File: src/design/sakf_pkg.sv
// Shared types, constants and the microcode program of the scalar adaptive Kalman filter.
// Used by sakf_seq and scalar_adaptive_kalman_filter_unit.
package sakf_pkg;

  // Field widths
  localparam int EST_W   = 24;  // estimate and sample, Q16.8
  localparam int VAR_W   = 32;  // variances, Q8.24
  localparam int SPD_W   = 25;  // speed factor, Q1.24
  localparam int CFG_IDX_W = 2;
  localparam int PC_W    = 4;

  // Register reset values
  localparam logic [VAR_W-1:0] MEASURE_VAR_RST = 32'd671088640;  // 40.0
  localparam logic [VAR_W-1:0] INIT_VAR_RST    = 32'd3355443;    // about 0.2
  localparam logic [SPD_W-1:0] SPEED_RST       = 25'd16777;      // about 0.001

  // Register indexes
  localparam logic [CFG_IDX_W-1:0] REG_MEASURE_VAR = 2'd0;
  localparam logic [CFG_IDX_W-1:0] REG_INIT_VAR    = 2'd1;
  localparam logic [CFG_IDX_W-1:0] REG_SPEED       = 2'd2;

  // Datapath operations
  typedef logic [3:0] op_t;
  localparam op_t OP_WAIT      = 4'd0;  // take the next sample
  localparam op_t OP_DIV_INIT  = 4'd1;  // form variance sum, seed divider
  localparam op_t OP_DIV_STEP  = 4'd2;  // one quotient bit of the gain
  localparam op_t OP_MUL_DIFF  = 4'd3;  // gain * (sample - estimate)
  localparam op_t OP_CHANGE    = 4'd4;  // scale change, move estimate
  localparam op_t OP_MUL_VAR   = 4'd5;  // (1 - gain) * variance
  localparam op_t OP_TERM1     = 4'd6;  // scale first variance term
  localparam op_t OP_MUL_SPEED = 4'd7;  // |change| * speed factor
  localparam op_t OP_UPDATE    = 4'd8;  // new variance, present result

  // Sequencing codes
  typedef logic [2:0] nxt_t;
  localparam nxt_t NXT_SEQ        = 3'd0;  // fall through
  localparam nxt_t NXT_JUMP       = 3'd1;  // unconditional jump
  localparam nxt_t NXT_WAIT_IN    = 3'd2;  // hold until an input transfer
  localparam nxt_t NXT_IF_SPECIAL = 3'd3;  // jump when the divide is trivial
  localparam nxt_t NXT_UNTIL_DONE = 3'd4;  // jump back until the count ends
  localparam nxt_t NXT_WAIT_OUT   = 3'd5;  // hold while the result slot is full, then jump

  typedef struct packed {
    op_t             op;
    nxt_t            nxt;
    logic [PC_W-1:0] target;
  } uword_t;

  // Status from the datapath to the sequencer
  typedef struct packed {
    logic in_go;     // input transfer this cycle
    logic special;   // measurement variance is zero: gain known without dividing
    logic out_busy;  // result slot still held by the consumer
  } stat_t;

  // Microcode program
  function automatic uword_t ucode(input logic [PC_W-1:0] pc);
    uword_t w;
    unique case (pc)
      4'd0:    w = '{op: OP_WAIT,      nxt: NXT_WAIT_IN,    target: 4'd0};
      4'd1:    w = '{op: OP_DIV_INIT,  nxt: NXT_IF_SPECIAL, target: 4'd3};
      4'd2:    w = '{op: OP_DIV_STEP,  nxt: NXT_UNTIL_DONE, target: 4'd2};
      4'd3:    w = '{op: OP_MUL_DIFF,  nxt: NXT_SEQ,        target: 4'd0};
      4'd4:    w = '{op: OP_CHANGE,    nxt: NXT_SEQ,        target: 4'd0};
      4'd5:    w = '{op: OP_MUL_VAR,   nxt: NXT_SEQ,        target: 4'd0};
      4'd6:    w = '{op: OP_TERM1,     nxt: NXT_SEQ,        target: 4'd0};
      4'd7:    w = '{op: OP_MUL_SPEED, nxt: NXT_SEQ,        target: 4'd0};
      4'd8:    w = '{op: OP_UPDATE,    nxt: NXT_WAIT_OUT,   target: 4'd0};
      default: w = '{op: OP_WAIT,      nxt: NXT_JUMP,       target: 4'd0};
    endcase
    return w;
  endfunction

endpackage

File: src/design/sakf_seq.sv
// Microcode sequencer: step counter, program table and loop counter for the divider.
// Depends on sakf_pkg.
module sakf_seq #(
  parameter int GAIN_FRAC_BITS = 16
) (
  input  logic            clk,
  input  logic            rst,
  input  sakf_pkg::stat_t stat,
  output sakf_pkg::op_t   op
);
  import sakf_pkg::*;

  localparam int CW = $clog2(GAIN_FRAC_BITS);

  logic [PC_W-1:0] pc;
  logic [PC_W-1:0] pc_next;
  logic [CW-1:0]   cnt;
  uword_t          uw;
  logic            done;

  assign uw   = ucode(pc);
  assign op   = uw.op;
  assign done = (cnt == CW'(GAIN_FRAC_BITS - 1));

  // Next step selection
  always_comb begin
    pc_next = pc + 1'b1;
    unique case (uw.nxt)
      NXT_SEQ:        pc_next = pc + 1'b1;
      NXT_JUMP:       pc_next = uw.target;
      NXT_WAIT_IN:    if (!stat.in_go) pc_next = pc;
      NXT_IF_SPECIAL: if (stat.special) pc_next = uw.target;
      NXT_UNTIL_DONE: if (!done) pc_next = uw.target;
      NXT_WAIT_OUT:   pc_next = stat.out_busy ? pc : uw.target;
      default:        pc_next = '0;
    endcase
  end

  always_ff @(posedge clk) begin
    if (rst) begin
      pc  <= '0;
      cnt <= '0;
    end else begin
      pc <= pc_next;
      // count divider iterations, cleared outside the loop
      if (uw.op == OP_DIV_STEP) cnt <= cnt + 1'b1;
      else cnt <= '0;
    end
  end

endmodule

File: src/design/scalar_adaptive_kalman_filter_unit.sv
// Scalar adaptive Kalman filter: one Q16.8 sample in, one smoothed estimate out.
// out_valid rises after the input transfer once the divider steps (skipped when the measurement
// variance is zero) and the multiply steps are done. The next sample can be taken from the cycle
// after the result is registered, so a sample is not accepted while the one before is in work,
// and a stalled result slot holds off the update and with it the next sample. The restoring
// divider yields one gain bit per cycle. Synchronous reset clears the estimate, loads the
// variance with the initial_variance reset value and returns registers to defaults.
module scalar_adaptive_kalman_filter_unit #(
  parameter int GAIN_FRAC_BITS = 16
) (
  input  logic                                clk,
  input  logic                                rst,
  // input channel
  input  logic                                in_valid,
  output logic                                in_stall,
  input  logic [sakf_pkg::EST_W-1:0]          sample,
  input  logic                                restart,
  // output channel
  output logic                                out_valid,
  input  logic                                out_stall,
  output logic [sakf_pkg::EST_W-1:0]          estimate,
  // configuration write channel
  input  logic                                cfg_valid,
  output logic                                cfg_ready,
  input  logic [sakf_pkg::CFG_IDX_W-1:0]      cfg_index,
  input  logic [sakf_pkg::VAR_W-1:0]          cfg_data
);
  import sakf_pkg::*;

  localparam int G  = GAIN_FRAC_BITS;
  localparam int GW = G + 1;                        // gain holds up to 1.0
  localparam int AW = (G + 2 > 26) ? G + 2 : 26;    // signed multiplier operand A
  localparam int PW = AW + VAR_W + 1;               // product width
  localparam logic [GW-1:0] ONE = {1'b1, {G{1'b0}}};

  // Configuration registers
  logic [VAR_W-1:0] measure_var;
  logic [SPD_W-1:0] speed;

  // Filter state and working registers
  logic [EST_W-1:0]     est;
  logic [VAR_W-1:0]     ev;
  logic [EST_W-1:0]     sample_r;
  logic [VAR_W:0]       sum_r;
  logic [VAR_W:0]       rem;
  logic [GW-1:0]        gain;
  logic signed [PW-1:0] prod;
  logic signed [EST_W:0] change;
  logic [VAR_W-1:0]     term1;

  op_t   op;
  stat_t stat;
  logic  in_go;
  logic  out_busy;
  logic  commit;

  // Combinational datapath
  logic signed [EST_W:0] diff;
  logic signed [EST_W:0] change_next;
  logic signed [EST_W:0] neg_change;
  logic [EST_W-1:0]      mag;
  logic [GW-1:0]         one_minus;
  logic [VAR_W+1:0]      rem_sh;
  logic [VAR_W+1:0]      rem_sub;
  logic                  fits;
  logic signed [AW-1:0]  mul_a;
  logic signed [VAR_W:0] mul_b;
  logic signed [PW-1:0]  product;
  logic signed [EST_W:0] est_sum;
  logic [40:0]           spd_term;
  logic [41:0]           nv_sum;
  logic [VAR_W-1:0]      nv_sat;

  assign cfg_ready = !rst;
  assign in_stall  = rst || (op != OP_WAIT);
  assign in_go     = in_valid && !in_stall;
  assign out_busy  = out_valid && out_stall;
  assign commit    = (op == OP_UPDATE) && !out_busy;

  assign stat = '{in_go: in_go, special: (measure_var == '0), out_busy: out_busy};

  sakf_seq #(.GAIN_FRAC_BITS(GAIN_FRAC_BITS)) u_seq (
    .clk  (clk),
    .rst  (rst),
    .stat (stat),
    .op   (op)
  );

  assign diff       = $signed({1'b0, sample_r}) - $signed({1'b0, est});
  assign neg_change = -change;
  assign mag        = change[EST_W] ? neg_change[EST_W-1:0] : change[EST_W-1:0];
  assign one_minus  = ONE - gain;

  // Restoring divider step
  assign rem_sh  = {rem, 1'b0};
  assign fits    = (rem_sh >= {1'b0, sum_r});
  assign rem_sub = rem_sh - {1'b0, sum_r};

  // Shared multiplier operand select
  always_comb begin
    unique case (op)
      OP_MUL_DIFF: begin
        mul_a = AW'(diff);
        mul_b = $signed((VAR_W + 1)'(gain));
      end
      OP_MUL_VAR: begin
        mul_a = $signed(AW'(one_minus));
        mul_b = $signed({1'b0, ev});
      end
      OP_MUL_SPEED: begin
        mul_a = $signed(AW'(mag));
        mul_b = $signed((VAR_W + 1)'(speed));
      end
      default: begin
        mul_a = '0;
        mul_b = '0;
      end
    endcase
  end

  assign product = mul_a * mul_b;

  // arithmetic shift gives the floor of the scaled change
  assign change_next = (EST_W + 1)'(prod >>> G);

  // Estimate and variance update
  assign est_sum  = $signed({1'b0, est}) + change_next;
  assign spd_term = prod[48:8];
  assign nv_sum   = 42'(term1) + 42'(spd_term);
  assign nv_sat   = (|nv_sum[41:VAR_W]) ? '1 : nv_sum[VAR_W-1:0];

  // Control state, configuration and filter state
  always_ff @(posedge clk) begin
    if (rst) begin
      measure_var <= MEASURE_VAR_RST;
      speed       <= SPEED_RST;
      est         <= '0;
      ev          <= INIT_VAR_RST;
      out_valid   <= 1'b0;
    end else begin
      if (cfg_valid && cfg_ready) begin
        unique case (cfg_index)
          REG_MEASURE_VAR: measure_var <= cfg_data;
          REG_INIT_VAR:    ;  // loaded only at reset, which restores its default
          REG_SPEED:       speed       <= cfg_data[SPD_W-1:0];
          default:         ;
        endcase
      end

      if (in_go && restart) est <= '0;
      else if (op == OP_CHANGE) est <= est_sum[EST_W-1:0];

      if (commit) ev <= nv_sat;

      // result slot
      if (commit) out_valid <= 1'b1;
      else if (out_valid && !out_stall) out_valid <= 1'b0;
    end
  end

  // Working registers
  always_ff @(posedge clk) begin
    if (in_go) sample_r <= sample;

    if (op == OP_DIV_INIT) begin
      sum_r <= (VAR_W + 1)'(ev) + (VAR_W + 1)'(measure_var);
      rem   <= (VAR_W + 1)'(ev);
      // zero measurement variance: gain is 1, or 0 when the variance is zero too
      if (stat.special) gain <= (ev == '0) ? '0 : ONE;
      else gain <= '0;
    end else if (op == OP_DIV_STEP) begin
      if (fits) rem <= rem_sub[VAR_W:0];
      else rem <= rem_sh[VAR_W:0];
      gain <= {gain[GW-2:0], fits};
    end

    if (op == OP_MUL_DIFF || op == OP_MUL_VAR || op == OP_MUL_SPEED) prod <= product;

    if (op == OP_CHANGE) change <= change_next;
    if (op == OP_TERM1) term1 <= prod[G+VAR_W-1:G];

    if (commit) estimate <= est;
  end

endmodule

File: config.mk
export PLATFORM = sky130hd
export DESIGN_NAME = scalar_adaptive_kalman_filter_unit
export DESIGN_NICKNAME = d
export VERILOG_FILES = /design/src/design/sakf_pkg.sv /design/src/design/sakf_seq.sv /design/src/design/scalar_adaptive_kalman_filter_unit.sv
export SDC_FILE = /design/constraint.sdc
export NUM_CORES = 2
export LEC_CHECK = 0
export ABC_AREA = 1
export BUFFER_PORTS_ARGS = -buffer_cell sky130_fd_sc_hd__buf_2
export CAP_MARGIN = 15
export CORE_UTILIZATION = 50
export DETAILED_ROUTE_END_ITERATION = 8
export PLACE_DENSITY = 0.77
export SYNTH_ARGS = -nofsm -noshare
export SYNTH_HDL_FRONTEND = slang
export SYNTH_SLANG_ARGS = --single-unit
export TNS_END_PERCENT = 10
File: constraint.sdc
create_clock -name clk -period 22.6 [get_ports clk]
set_input_delay 1.13 -clock clk [delete_from_list [all_inputs] [get_ports clk]]
set_output_delay 1.13 -clock clk [all_outputs]
set_load 0.1 [all_outputs]
==> out/results.ini <==
[die]
chipHeight_um=315
rows=114
die-area_um2=99000
coreArea_um2=96700
start_util_pct=50.5
die_w_um=315
ios=91

[clock_tree]
htree_num_levels=2
clock-sinks=360
clock_path_buffers=3
cts_tree=built
cts_buffers=39
cts_root_buf=clkbuf_16
path_clk_slew_ns=0.06
clk_latency_ns=0.58
post_cts.resized_instances=0
hold_buffers=0
postCtsSetupRepairBufs=0

[placed_design]
gp_congestion=0.981
port_buffers=90
dp.cells=7530
dp_hpwl_mm=126
place_area_um2=50800

[yosys]
synth_cells=6254
ys_seq_elements=360
synth.yosys.seq_area_share_pct=19.4
ys_types=63
synth_top_area_share_pct=28.2
yosysMostFrequentCell=inv_1
syn_area_um2=48900
syn_avg_cell_area_um2=7.82
async_flop_share_pct=0
synth_edf_count=228
synth_ff_type=edfxtp_1
yosys-top-cells-count=1446 x inv_1, 1422 x nand2_1, 689 x fa_1, 479 x nor2_1, 345 x a21oi_1
synth_area_leader_cell=fa_1
yosysWarnings=0
synthTopCellsByArea=fa_1 28%, edfxtp_1 14%, inv_1 11%

[routing]
drt-initial-drc-count=3889
drc=0
viasPerCell=5.51
final_antenna_net_count=0
via_count=41898
wl_per_cell_um=20.6
firstDrtPassIters=6
wirelength_mm=157

[global_route]
antenna_found_initial=13
grt_max_degree=86
grt_overflow=0
grt_pass1_vias=42580
grt_pass1_wl_mm=242
grtUsageTotal_pct=32.0

[layout]
area_delta_synth_final_pct=6.59
postLayoutCellArea_um2=52100
finalNonFillerCells=7603
drive_gt1_share_pct=5.91
fin_nets=7372

[setup_path]
crit_slowest_cell=fa_1
cp_max_fo=20
cpPeakStageDelay_ns=0.58
crit_arrival_ns=9.55
path_buf_inv=10
endpoint_kind=register
worstPathRequired_ns=22.89
path_class=register to register
setup.worst_path.start_class=register
critPathTopFamily=adder cells

[sta]
hold_viol_final=0
slew_headroom_pct=18.4
rsz0062_at_grt=false
setup_viol=0
drv_slew=0
fmaxAchievable_mhz=108
timing.setup.tns_ns=0
min_period_ns=9.26
post-route-period-util_pct=41.0
fin_worst_skew_ns=0.0389
worst_slew_pin_slew_ns=1.22

[run_status]
status=finished, final reports clean

[hold_path]
hp-class=register to register

[run]
drv_cap=0

[power]
power.density_nw_per_um2=52.2
leakage_uw=0.0265
ir_drop_v=0.0000508

## routing by layer
metal	GRT usage, %	part of all wire (%)	up-vias
met4	14.3	5.2	6
met3	5.05	8.6	477
li1	-	-	19105
met5	0	0.044	-
met2	53.3	47	1936
met1	41.2	39	20374
## cells in the final DEF (no fill, tap or decap), types with 33 or more instances in the layout
cell          n
buf_4        70
nand3_1     191
buf_2        90
nand2_2      33
a21o_1       33
ha_1        324
nor3_1       40
xnor2_1      55
clkbuf_16    42
inv_1      1444
fa_1        689
nand2_1    1422
nand4_1      49
dfxtp_1     132
edfxtp_1    228
nor2_1      477
a21oi_1     345
xor2_1       79
o21ai_0     237
## state kept, by name, summed over array words and instances, names as in the netlist
| signal | flops |
|---|---|
| est | 24 |
| ev | 32 |
| estimate | 24 |
| sum_r | 33 |
| speed | 25 |
| change | 25 |
| u_seq.pc | 4 |
| u_seq.uw | 9 |
| gain | 17 |
| u_seq.cnt | 4 |
| sample_r | 24 |
| term1 | 32 |
| out_valid | 1 |
| measure_var | 32 |
| prod | 41 |
| rem | 33 |
## stage by stage
| step | setup slack, ns | hold slack, ns | total power, µW | utilization (%) |
|---|---|---|---|---|
| after floorplan | 15.06 | 0.418 | 1710 | - |
| after global placement | 13.62 | 0.430 | 2020 | 52.5 |
| after detailed placement | 13.56 | 0.443 | 2030 | 52.5 |
| after CTS | 13.49 | 0.455 | 2700 | 53.9 |
| after global routing | 12.93 | 0.466 | 2870 | 53.9 |
| final | 13.34 | 0.450 | 2720 | 53.9 |
## cell type report
class / count / area, µm²
flip-flops and latches: 360 / 9490
multi-input cells: 4265 / 33200
well taps: 1276 / 1600
fillers: 9027 / 44600
clock inverters: 20 / 225
diodes: 2 / 5.00
repair buffers: 160 / 976
clock buffers: 51 / 1090
inverters: 1469 / 5520
## power by group
group	switching (µW)	internal (µW)	total, µW	leakage [µW]
Clock	286	381	668	0.000640
Combinational	783	364	1150	0.0227
Sequential	61.9	841	903	0.00317
Total	1130	1590	2720	0.0265
## cells by family after synthesis
logic type / share of synthesized area (%)
and+or+nand+nor: 19.9
xor gates and xnor gates: 2.40
DFF: 19.4
buffers and inverters: 13.2
AOI/OAI and AO/OA: 8.58
other: 0.0154
adders and majority gates: 36.5
## final timing paths
path | from | cells after the start | slack [ns] | endpoint
max | est[0] | 41 | 13.34 | prod[47]
min | u_seq.cnt[0] | 1 | 0.45 | u_seq.cnt[0]
max reg2reg | est[0] | 41 | 13.34 | prod[47]
min reg2reg | u_seq.cnt[0] | 1 | 0.45 | u_seq.cnt[0]
Note: power is estimated with default switching activity, not from simulation.
